[src/rtl/spr_pkg.sv]
package spr_pkg;

  localparam int MAX_SLOTS   = 64;
  localparam int MAX_ENTRIES = 256;
  localparam int MAX_REC     = 16;
  localparam int SLOT_AW     = 6;
  localparam int ENT_AW      = 8;
  localparam int STG_AW      = 4;
  localparam int QUEUE_DEPTH = 2;

  localparam logic [15:0] CAP_RESET = 16'd4096;
  localparam logic [2:0]  REG_CAP   = 3'd0;

  typedef enum logic [1:0] {
    OP_ADD  = 2'd0,
    OP_DEL  = 2'd1,
    OP_UPD  = 2'd2,
    OP_READ = 2'd3
  } op_t;

  typedef enum logic [2:0] {
    ST_OK        = 3'd0,
    ST_NO_SPACE  = 3'd1,
    ST_NOT_FOUND = 3'd2,
    ST_UPD_LONG  = 3'd3,
    ST_REC_LONG  = 3'd4
  } status_t;

  // Classified command handed from the front to the back
  typedef enum logic [2:0] {
    K_STAGE = 3'd0,
    K_ADD   = 3'd1,
    K_UPD   = 3'd2,
    K_DEL   = 3'd3,
    K_READ  = 3'd4
  } kind_t;

  typedef struct packed {
    kind_t       kind;
    logic [31:0] key;
    logic [15:0] bytes;
    logic [31:0] word;
  } cmd_t;

  typedef struct packed {
    status_t     status;
    logic [31:0] word;
    logic        last;
  } res_t;

  typedef struct packed {
    logic [31:0] key;
    logic [4:0]  len;
    logic [7:0]  start;
    logic [15:0] bytes;
  } slot_t;

  typedef enum logic [4:0] {
    S_IDLE,
    S_DECODE,
    S_BS,
    S_BS_CMP,
    S_FIND,
    S_SHIFT,
    S_SHIFT_WR,
    S_COPY_RD,
    S_COPY_WR,
    S_CMP_RD,
    S_CMP_WR,
    S_REB_RD,
    S_REB_WR,
    S_DSH_RD,
    S_DSH_WR,
    S_RD_RD,
    S_RD_EMIT,
    S_EMIT
  } state_t;

endpackage

[src/rtl/spr_outq.sv]
module spr_outq (
  input  logic          clk,
  input  logic          rst,
  input  logic          res_push,
  input  spr_pkg::res_t res_d,
  output logic          res_full,
  input  logic          pop,
  output logic          empty,
  output spr_pkg::res_t res_q
);
  import spr_pkg::*;

  res_t       q [QUEUE_DEPTH];
  logic       wr_ptr;
  logic       rd_ptr;
  logic [1:0] count;
  logic       do_push;
  logic       do_pop;

  assign res_full = (count == 2'(QUEUE_DEPTH));
  assign empty    = (count == 2'd0);
  assign res_q    = q[rd_ptr];
  assign do_push  = res_push && !res_full;
  assign do_pop   = pop && !empty;

  // Result queue
  always_ff @(posedge clk) begin
    if (do_push) begin
      q[wr_ptr] <= res_d;
    end
    if (rst) begin
      wr_ptr <= 1'b0;
      rd_ptr <= 1'b0;
      count  <= 2'd0;
    end else begin
      if (do_push) wr_ptr <= ~wr_ptr;
      if (do_pop)  rd_ptr <= ~rd_ptr;
      count <= count + 2'(do_push) - 2'(do_pop);
    end
  end

endmodule

[config.mk]
export PLATFORM = sky130hd
export DESIGN_NAME = spr_outq
export DESIGN_NICKNAME = d
export VERILOG_FILES = /design/src/rtl/spr_pkg.sv /design/src/rtl/spr_outq.sv
export SDC_FILE = /design/constraint.sdc
export NUM_CORES = 1
export LEC_CHECK = 0
export ABC_AREA = 1
export BUFFER_PORTS_ARGS = -buffer_cell sky130_fd_sc_hd__buf_2
export CELL_PAD_IN_SITES_DETAIL_PLACEMENT = 1
export CELL_PAD_IN_SITES_GLOBAL_PLACEMENT = 2
export CORE_MARGIN = 5
export CORE_UTILIZATION = 38
export DETAILED_ROUTE_END_ITERATION = 10
export GPL_TIMING_DRIVEN = 0
export PLACE_DENSITY_LB_ADDON = 0.1
export SLEW_MARGIN = 25
export SYNTH_ARGS = -nofsm -noshare
export SYNTH_HDL_FRONTEND = slang
export SYNTH_SLANG_ARGS = --single-unit
export TNS_END_PERCENT = 50
[constraint.sdc]
create_clock -name clk -period 7.9 [get_ports clk]
set_clock_uncertainty 0.1 [all_clocks]
set_input_delay 1.975 -clock clk [delete_from_list [all_inputs] [get_ports clk]]
set_output_delay 1.975 -clock clk [all_outputs]
set_load 0.05 [all_outputs]
Word-level counts from Yosys, hierarchy flattened
Memory sizes are Yosys's and may differ from the RTL's. A register that Yosys moved wholly into a read port is not among the register bits. Cells that the tools add are included. Widths: inputs -> output; s select.

Logic and storage cells: 18. Flip-flop bits (word level): 4. Output and inout port bits: 38. Bits in writable memories: 72. Input bits: 40. Memories kept: 1.

Memories: q (depth 2, width 36, read ports 1, clocked after memory_dff 1, wr ports 1, RTL line spr_outq.sv:13) `res_t q [QUEUE_DEPTH];`.

Reduce and logical (&&, ||, !) cells: 5. Equal/unequal tests: 1. Add/subtract/negate cells: 2. Bitwise operators: 2. Muxes and demuxes: 4.

Operators by type and width (number): $mux 1 (4); $add 2x1->2 (1); $eq 2x2->1 const B (1); $logic_and 1x1->1 (2); $logic_not 1->1 (2); $logic_not 2->1 (1); $not 1->1 (2); $sub 2x1->2 (1).

Longest topological paths before layout
Word-level depth: 5. Depth in mapped cells: 11. Gate-level depth less buffers: 11.

Worst setup path before layout
No wires, ideal clock.

Kind: in2reg. Start: in res_push. End: mem q[0][0] (netlist bit) (enable). Setup slack: 3808 ps. Cell stages on the path: 2. Data required time: 7371 ps. Buffers on the path: 0. Library setup time: 429 ps. Arrival: 3563 ps. Cells stage by stage: nand2_1 -> nor2_1.

Longest elaborated chain between the ends: 3.

Ends and longest elaborated chain: start: declaration (RTL line spr_outq.sv:4) `input logic res_push,`; $logic_and 1x1->1 (RTL line spr_outq.sv:23) `assign do_push = res_push && !res_full;`; $mux 1 (RTL line spr_outq.sv:28) `if (do_push) begin`; $mux 1 (implied by the code) (RTL line spr_outq.sv:29) `q[wr_ptr] <= res_d;`; end: declaration (RTL line spr_outq.sv:13).

No other way between the ends.

==> impl_metrics.tcl <==
set metrics [dict create \
    viasPerCell 4.47 \
    grt_pass1_wl_um 8580 \
    synth-xor-area-share 0 \
    start_util 0.389 \
    ys_seq_area_frac 0.753 \
    synth_compound_area_frac 0.00333 \
    syn_nets 193 \
    drt-initial-drc-count 20 \
    worstPathRequired_ns 5.83 \
    pwr_density_cell_nw_per_um2 378 \
    worstPathArrival_ns 1.51 \
    antenna_found_initial 0 \
    synth_simple_gate_area_frac 0.0263 \
    syn2layout_area_growth_pct 26.5 \
    fin_crit_ns 3.58 \
    fin_crit_sh 0.454 \
    clk_pin_slew_ns 0.07 \
    grt_use_total 0.118 \
    drc 0 \
    fmax_ghz 0.279 \
    overflow 0 \
    utilization 0.492 \
    die_area_sq_um 9780 \
    slew_headroom 0.471 \
    place_hpwl_um 4000 \
    rsz0062_at_grt "no" \
    yosysUniqueCellTypes 12 \
    total_power_mw 1.44 \
    end_kind "output port" \
    hold_path_class "register to register" \
    routedWlPerCell_um 16.0 \
    start_kind "register" \
    ctsHoldBuffers 0 \
    h-tree-depth 3 \
    drive_gt1_frac 0.551 \
    yosys-mux-area-fraction 0.173 \
    via_count 1541 \
    synth_top_family_by_area "multiplexers" \
    die_h_um 98.9 \
    clk_latency_ns 0.33 \
    diodes 0 \
    fin_setup_tns_ns 0 \
    post_cts_buffers 0 \
    synth_adder_area_share 0.00833 \
    layout_commonest_cell "buf_2" \
    maxCapViolations 0 \
    place_congestion 0.689 \
    cts_tree "done" \
    synth_cells 151 \
    setup_viol 0 \
    tightest_slew_ns 0.793 \
    grt_max_degree 37 \
    ys_warn_count 0 \
    grt_pass1_vias 1746 \
    fillers 766 \
    ir_worst_vdd_mv 0.194 \
    dr.pass1.iters 4 \
    final-hold-violation-count 0 \
    cts_buffer_depth 2 \
    cts-resized-gates 0 \
    clock-sinks 77 \
    ys_seq_elements 77 \
    finalNetCount 282 \
    wl_um 5520 \
    critPathKind "register to output port" \
    final_antenna_net_count 0 \
    synth.avg_cell_area_sq_um 19.9 \
    cellLeakagePower_nw 1.53 \
    numPortBuffers 77 \
    drv_slew 0 \
    boundaryPins 78 \
    yosysTopAreaCellShare 0.720 \
    yosys.area.top_type "edfxtp_1" \
    status "finished clean" \
    rows 32 \
    dieWidth_um 98.9 \
    numCtsBuffers 9 \
    netlist_area_sq_um 3000 \
    synthTopCellsByArea "edfxtp_1 72%, mux2_4 15%, dfxtp_1 3.3%, mux2_2 2.2%, buf_12 2.0%" \
    most-common-layout-cells "77 x buf_2, 72 x edfxtp_1, 30 x mux2_4" \
    core_sq_um 7730 \
    clockRootBuffer "clkbuf_8" \
    crit_fanout 10 \
]
kinds of logic (layout without fill, tap and decap cells):
family | after synthesis | after routing
AOI/OAI and AO/OA | 2 | 2
and+or+nand+nor | 20 | 20
buffers and inverters | 14 | 106
adders and majority gates | 2 | 2
muxes | 36 | 36
DFF | 77 | 77
cells in the mapped netlist:
cell and count:
nand2_1 8, dfxtp_1 5, edfxtp_1 72, mux2_2 6, buf_12 3, ha_1 2, inv_1 10, buf_6 1
nand3_1 3, a21oi_1 2, nor2_1 9, mux2_4 30
where the power goes:
part | switching [mW] | internal, mW | leakage [nW] | total, mW
logic | 0.355 | 0.175 | 0.696 | 0.530
clock network | 0.130 | 0.238 | 0.125 | 0.368
registers | 0.0193 | 0.519 | 0.714 | 0.538
total | 0.504 | 0.931 | 1.53 | 1.44
routing by layer:
| metal | vias to the layer above | wire length [um] | track usage |
|---|---|---|---|
| met1 | 748 | 2040 | 0.120 |
| met5 | - | 0 | 0 |
| met3 | 6 | 385 | 0.0446 |
| met2 | 49 | 3010 | 0.209 |
| met4 | 0 | 80 | 0.0599 |
| li1 | 738 | - | - |
final timing paths:
kind / startpoint / to / slack (ns) / cells after the start
setup reg to reg: count[0] / q[0][12] / 6.06 / 5
hold reg to reg: rd_ptr / register / 0.42 / 2
hold / removal: rd_ptr / register / 0.42 / 2
setup / recovery: register / res_q[33] / 4.32 / 4
state kept, by name, indices dropped and copies added (netlist names), named ones only:
name,flops
rd_ptr,1
q,72
wr_ptr,1
count,2
area by class of cell:
type | instances | area [sq um] | area share
inverters | 10 | 37.5 | 0.00988
plain buffers | 4 | 71.3 | 0.0188
well taps | 102 | 128 | 0.0336
repair buffers | 78 | 413 | 0.109
clock inverters | 5 | 125 | 0.0329
flip-flops and latches | 77 | 2260 | 0.595
clock buffers | 9 | 124 | 0.0326
multi-input cells | 60 | 639 | 0.168
metrics by stage:
| stage | hold slack [ns] | instance area, sq um | std cells | setup WS [ns] |
|---|---|---|---|---|
| finish | 0.422 | 3800 | 345 | 4.32 |
| global route | 0.475 | 3800 | 345 | 4.23 |
| CTS | 0.434 | 3800 | 345 | 4.27 |
| detailed placement | 0.405 | 3550 | 331 | 4.50 |
| global placement | 0.391 | 3520 | 330 | 2.91 |
| floorplan | 0.367 | 3000 | 151 | 3.81 |
critical path, cell delays in order (launching register included):
cell,delay (ns)
dfxtp_1,0.32
buf_6,0.17
buf_12,0.16
mux2_4,0.31
buf_2,0.21
Power figures use the tool's default switching activity.
