[config.mk]
export PLATFORM = sky130hd
export DESIGN_NAME = spr_front
export DESIGN_NICKNAME = d
export VERILOG_FILES = /design/src/rtl/spr_pkg.sv /design/src/rtl/spr_front.sv
export SDC_FILE = /design/constraint.sdc
export NUM_CORES = 1
export LEC_CHECK = 0
export ABC_AREA = 1
export ABC_CLOCK_PERIOD_IN_PS = 4350
export BUFFER_PORTS_ARGS = -buffer_cell sky130_fd_sc_hd__buf_2
export CAP_MARGIN = 20
export CORE_ASPECT_RATIO = 1.1
export CORE_MARGIN = 1
export CORE_UTILIZATION = 41
export DETAILED_ROUTE_END_ITERATION = 10
export MAX_ROUTING_LAYER = met4
export PLACE_DENSITY = 0.63
export SLEW_MARGIN = 10
export SYNTH_ARGS = -nofsm -noshare
export SYNTH_HDL_FRONTEND = slang
export SYNTH_SLANG_ARGS = --single-unit
[constraint.sdc]
create_clock -name clk -period 4.35 [get_ports clk]
set_input_delay 0.435 -clock clk [delete_from_list [all_inputs] [get_ports clk]]
set_output_delay 0.435 -clock clk [all_outputs]
set_load 0.05 [all_outputs]
[src/rtl/spr_pkg.sv]
package spr_pkg;

  localparam int MAX_SLOTS   = 64;
  localparam int MAX_ENTRIES = 256;
  localparam int MAX_REC     = 16;
  localparam int SLOT_AW     = 6;
  localparam int ENT_AW      = 8;
  localparam int STG_AW      = 4;
  localparam int QUEUE_DEPTH = 2;

  localparam logic [15:0] CAP_RESET = 16'd4096;
  localparam logic [2:0]  REG_CAP   = 3'd0;

  typedef enum logic [1:0] {
    OP_ADD  = 2'd0,
    OP_DEL  = 2'd1,
    OP_UPD  = 2'd2,
    OP_READ = 2'd3
  } op_t;

  typedef enum logic [2:0] {
    ST_OK        = 3'd0,
    ST_NO_SPACE  = 3'd1,
    ST_NOT_FOUND = 3'd2,
    ST_UPD_LONG  = 3'd3,
    ST_REC_LONG  = 3'd4
  } status_t;

  // Classified command handed from the front to the back
  typedef enum logic [2:0] {
    K_STAGE = 3'd0,
    K_ADD   = 3'd1,
    K_UPD   = 3'd2,
    K_DEL   = 3'd3,
    K_READ  = 3'd4
  } kind_t;

  typedef struct packed {
    kind_t       kind;
    logic [31:0] key;
    logic [15:0] bytes;
    logic [31:0] word;
  } cmd_t;

  typedef struct packed {
    status_t     status;
    logic [31:0] word;
    logic        last;
  } res_t;

  typedef struct packed {
    logic [31:0] key;
    logic [4:0]  len;
    logic [7:0]  start;
    logic [15:0] bytes;
  } slot_t;

  typedef enum logic [4:0] {
    S_IDLE,
    S_DECODE,
    S_BS,
    S_BS_CMP,
    S_FIND,
    S_SHIFT,
    S_SHIFT_WR,
    S_COPY_RD,
    S_COPY_WR,
    S_CMP_RD,
    S_CMP_WR,
    S_REB_RD,
    S_REB_WR,
    S_DSH_RD,
    S_DSH_WR,
    S_RD_RD,
    S_RD_EMIT,
    S_EMIT
  } state_t;

endpackage

[src/rtl/spr_front.sv]
module spr_front (
  input  logic          clk,
  input  logic          rst,
  input  logic          push,
  output logic          full,
  input  logic [1:0]    opcode,
  input  logic [31:0]   record_key,
  input  logic [15:0]   record_bytes,
  input  logic [31:0]   entry_word,
  input  logic          entry_last,
  input  logic          cmd_pop,
  output logic          cmd_empty,
  output spr_pkg::cmd_t cmd
);
  import spr_pkg::*;

  cmd_t        q [QUEUE_DEPTH];
  logic        wr_ptr;
  logic        rd_ptr;
  logic [1:0]  count;
  cmd_t        cls;
  logic        do_push;
  logic        do_pop;

  // Classify the incoming transaction
  always_comb begin
    cls.key   = record_key;
    cls.bytes = record_bytes;
    cls.word  = entry_word;
    case (opcode)
      OP_ADD:  cls.kind = entry_last ? K_ADD : K_STAGE;
      OP_UPD:  cls.kind = entry_last ? K_UPD : K_STAGE;
      OP_DEL:  cls.kind = K_DEL;
      default: cls.kind = K_READ;
    endcase
  end

  assign full      = (count == 2'(QUEUE_DEPTH));
  assign cmd_empty = (count == 2'd0);
  assign cmd       = q[rd_ptr];
  assign do_push   = push && !full;
  assign do_pop    = cmd_pop && !cmd_empty;

  // Command queue towards the back
  always_ff @(posedge clk) begin
    if (do_push) begin
      q[wr_ptr] <= cls;
    end
    if (rst) begin
      wr_ptr <= 1'b0;
      rd_ptr <= 1'b0;
      count  <= 2'd0;
    end else begin
      if (do_push) wr_ptr <= ~wr_ptr;
      if (do_pop)  rd_ptr <= ~rd_ptr;
      count <= count + 2'(do_push) - 2'(do_pop);
    end
  end

endmodule

Word-level counts from Yosys, hierarchy flattened
Memory sizes are Yosys's and may differ from the RTL's. A register that Yosys moved wholly into a read port is not among the register bits. Cells that the tools add are included.

Register bits: 4. Memories: 1. Memory bits (writable): 166. Bits of input ports: 87.

Add/subtract/negate cells: 2. Equality and inequality tests: 3. Mux-type cells: 7. Bitwise logic cells: 2. Reduce and logical (&&, ||, !) cells: 6.

Memory list: q (depth 2, width 83, read ports 1, clocked after memory_dff 1, write ports 1, line spr_front.sv:17) `cmd_t q [QUEUE_DEPTH];`.

Operators with widths (count): 3-bit one-hot mux with 3 select lines (1); 1-bit two-way mux (5); 2-bit == test, second input constant (2); 2-bit logical NOT (2); 2-bit by 1-bit adder with 2-bit output (1); 2-bit by 1-bit == test with 1-bit output, second input constant (1); 1-bit logical AND (2); 1-bit logical NOT (2); 2-bit two-way mux (1); 1-bit inverter (2); 2-bit by 1-bit subtractor with 2-bit output (1).

Depth between registers and ports, before layout
Depth in word-level cells: 5. Depth in mapped cells: 11. Depth with buffers taken out: 11.

Worst setup path before layout
No wires, ideal clock.

Path type: register to register. Start: register count[0]. End: memory q[0][0] (netlist bit) (enable). Library setup time: 0.525 ns. Clock period less this slack: 4.545 ns. Cell stages (with the launch flop): 5. Arrival time: 4.020 ns. Slack: -0.195 ns. Cell sequence: dfxtp_1 inv_1 nand2_1 nand2_1 nor2_1.

Word-level cells in the longest chain between the ends: 5.

Ends and longest elaborated chain: from (decl) (line spr_front.sv:20) `logic [1:0] count;`; from (signal assigned) (line spr_front.sv:56) `count <= count + 2'(do_push) - 2'(do_pop);`; 2-bit == test (line spr_front.sv:38) `assign full = (count == 2'(QUEUE_DEPTH));`; 1-bit logical NOT (line spr_front.sv:41) `assign do_push = push && !full;`; 1-bit logical AND (line spr_front.sv:41); 1-bit two-way mux (line spr_front.sv:46) `if (do_push) begin`; 1-bit two-way mux (implied by the code) (line spr_front.sv:47) `q[wr_ptr] <= cls;`; to (decl) (line spr_front.sv:17).

No other way between the ends.

==> metrics.md <==
| Metric | Value |
|---|---|
| RD Place Congestion | `0.696` |
| Fin. max-slew vios | `0` |
| DR vias | `3241` |
| FP Rows | `48` |
| CP top delay family | `flip-flops` |
| CP cell instances | `buf_4 > mux2_4 > buf_2` |
| Clk root buf | `clkbuf_16` |
| R2R Path Start | `count[0]` |
| CTS Hold Bufs | `0` |
| Synth Register Bits | `171` |
| DRT Pass-1 Iters | `4` |
| Max stage delay on crit path | `0.98 ns` |
| Yosys Warn Count | `0` |
| Area delta synth->final | `23.6%` |
| Setup TNS | `0 ns` |
| Overall routing resource usage | `14.5%` |
| Register Area | `5090 um^2` |
| Via density per instance | `4.61` |
| # IOs | `172` |
| Mapped cell area | `6610 um^2` |
| Worst Skew | `0.00805 ns` |
| Largest net degree at the start of global routing | `55` |
| Initial core utilization | `42.0%` |
| Clock slew at reported path FFs | `0.07 ns` |
| First-pass GRT wire length | `16900 um` |
| CTS max path bufs | `2` |
| Seq/Total Area, Yosys | `76.9%` |
| Setup violators final | `0` |
| P per Cell Area | `671 nW/um^2` |
| Crit path launch type | `register` |
| Tcrit/Tclk final | `65.2%` |
| Core Area | `15700 um^2` |
| Worst Path Arrival | `2.40 ns` |
| Max-cap violations | `0` |
| Slew @ Worst Pin | `0.986 ns` |
| Crit path time final | `2.84 ns` |
| Synthesized area per cell | `21.8 um^2` |
| Drt wl/cell | `15.9 um` |
| Share of layout cells above drive strength 1 | `58.6%` |
| Nets | `578` |
| Syn_nets | `392` |
| RSZ-0062 raised after global routing | `false` |
| Post_cts resized | `0` |
| Multi-input gate area in the final layout | `1340 um^2` |
| Data required, critical path | `3.91 ns` |
| HP Class | `in -> reg` |
| Worst-skew pair later-pin latency | `0.42 ns` |
| Inserted Clock Buffers | `17` |
| Mapped Cells | `303` |
| Slew HR | `34.2%` |
| DRT iter0 DRCs | `169` |
| Maximum vdd drop | `347 uV` |
| Total gr overflow | `0` |
| Crit Path Class | `reg -> out` |
| Finished Core Util | `51.9%` |
| CTS tree | `yes` |
| Distinct cell type count after synthesis | `13` |
| Clock Sinks | `171` |
| Die span in y | `135 um` |
| Initial antenna violation count | `1` |
| Worst-path fanout max | `54` |
| Worst path bufs/invs | `2` |
| PortBufs | `171` |
| Die area | `16600 um^2` |
| Crit end category | `output port` |
| Status | `finished, final reports clean` |
| Post-CTS setup buffer count | `0` |
| Die width | `123 um` |
| P_leak | `0.00323 uW` |
| Drt total wl | `11200 um` |
| Slowest-stage cell, CP | `dfxtp_4` |
| Dpl hpwl | `7530 um` |
| Number of global-route vias before repair | `3385` |
| DR DRC count | `0` |
| Final hold viol count | `0` |
| Filler Cells Inserted | `1345` |
| Hold_sp | `rst` |
| Max Clock Freq | `353 MHz` |
| H-tree depth | `4` |
| Post-route ant nets | `0` |
through the flow:
stage	instances	worst slack (ns)	area, um^2	hold slack (ns)	total power (uW)
5_1_grt	703	1.34	8170	0.175	5710
3_3_place_gp	670	1.92	7610	0.485	4120
3_5_place_dp	670	1.87	7610	0.493	4150
2_1_floorplan	303	1.20	6620	0.467	3840
4_1_cts	702	1.40	8170	0.155	5560
6_report	703	1.51	8170	0.171	5490
registers in the layout, indices dropped and copies added (netlist names), named ones only:
signal  cells
wr_ptr      1
q         166
rd_ptr      1
count       2
final timing paths:
kind | end | slack (ns) | depth (start not counted)
max reg2reg | q[0][35] | 2.16 | 5
max | cmd[23] | 1.51 | 3
min | count[0] | 0.17 | 2
min reg2reg | register | 0.53 | 2
layer usage:
| metal | up-vias | global-route usage, % | part of all wire (%) |
|---|---|---|---|
| met5 | - | - | 0 |
| met4 | 0 | 6.63 | 1.9 |
| met3 | 12 | 4.55 | 5.9 |
| met2 | 110 | 24.0 | 52 |
| met1 | 1575 | 15.8 | 41 |
| li1 | 1544 | - | - |
Yosys cell counts:
master / number / share of area, %
edfxtp_1: 166 / 75
dfxtp_1: 5 / 1.5
buf_6: 1 / 0.17
a21oi_1: 3 / 0.23
inv_1: 11 / 0.62
mux2_4: 70 / 16
buf_2: 1 / 0.076
nand3_1: 3 / 0.23
nor2_1: 12 / 0.68
buf_12: 7 / 2.1
nand2_1: 9 / 0.51
ha_1: 2 / 0.38
mux2_2: 13 / 2.2
final cells by class:
cell class	instances	share of cell area (%)
well taps	200	3.06
diodes	1	0.0306
inverters	11	0.521
flip-flops and latches	171	62.3
clock inverters	15	1.61
multi-input cells	112	16.4
repair buffers	176	10.9
clock buffers	17	5.21
logic make-up (layout without fill, tap and decap cells):
| family | after synthesis | after routing | synth area share (%) |
|---|---|---|---|
| DFF | 171 | 171 | 76.9 |
| muxes | 83 | 83 | 18.1 |
| and+or+nand+nor | 24 | 24 | 1.42 |
| buffers and inverters | 20 | 219 | 2.99 |
| AOI/OAI and AO/OA | 3 | 3 | 0.227 |
| adders and majority gates | 2 | 2 | 0.378 |
| other | 0 | 1 | 0 |
where the power goes:
| group | total, uW | leakage (uW) | switching, uW | internal, uW |
|---|---|---|---|---|
| clock network | 1400 | 0.000255 | 652 | 750 |
| registers | 2230 | 0.00159 | 139 | 2090 |
| logic | 1850 | 0.00138 | 1260 | 590 |
cell usage in the layout, fill, tap and decap left out, drive strengths merged:
master    instances
inv              18
buf             176
nor2             12
nand3             3
clkbuf           17
edfxtp          166
mux2             83
clkinv            2
ha                2
nand2             9
dfxtp             5
diode             1
a21oi             3
clkinvlp          6
Note: power is estimated with default switching activity, not from simulation.
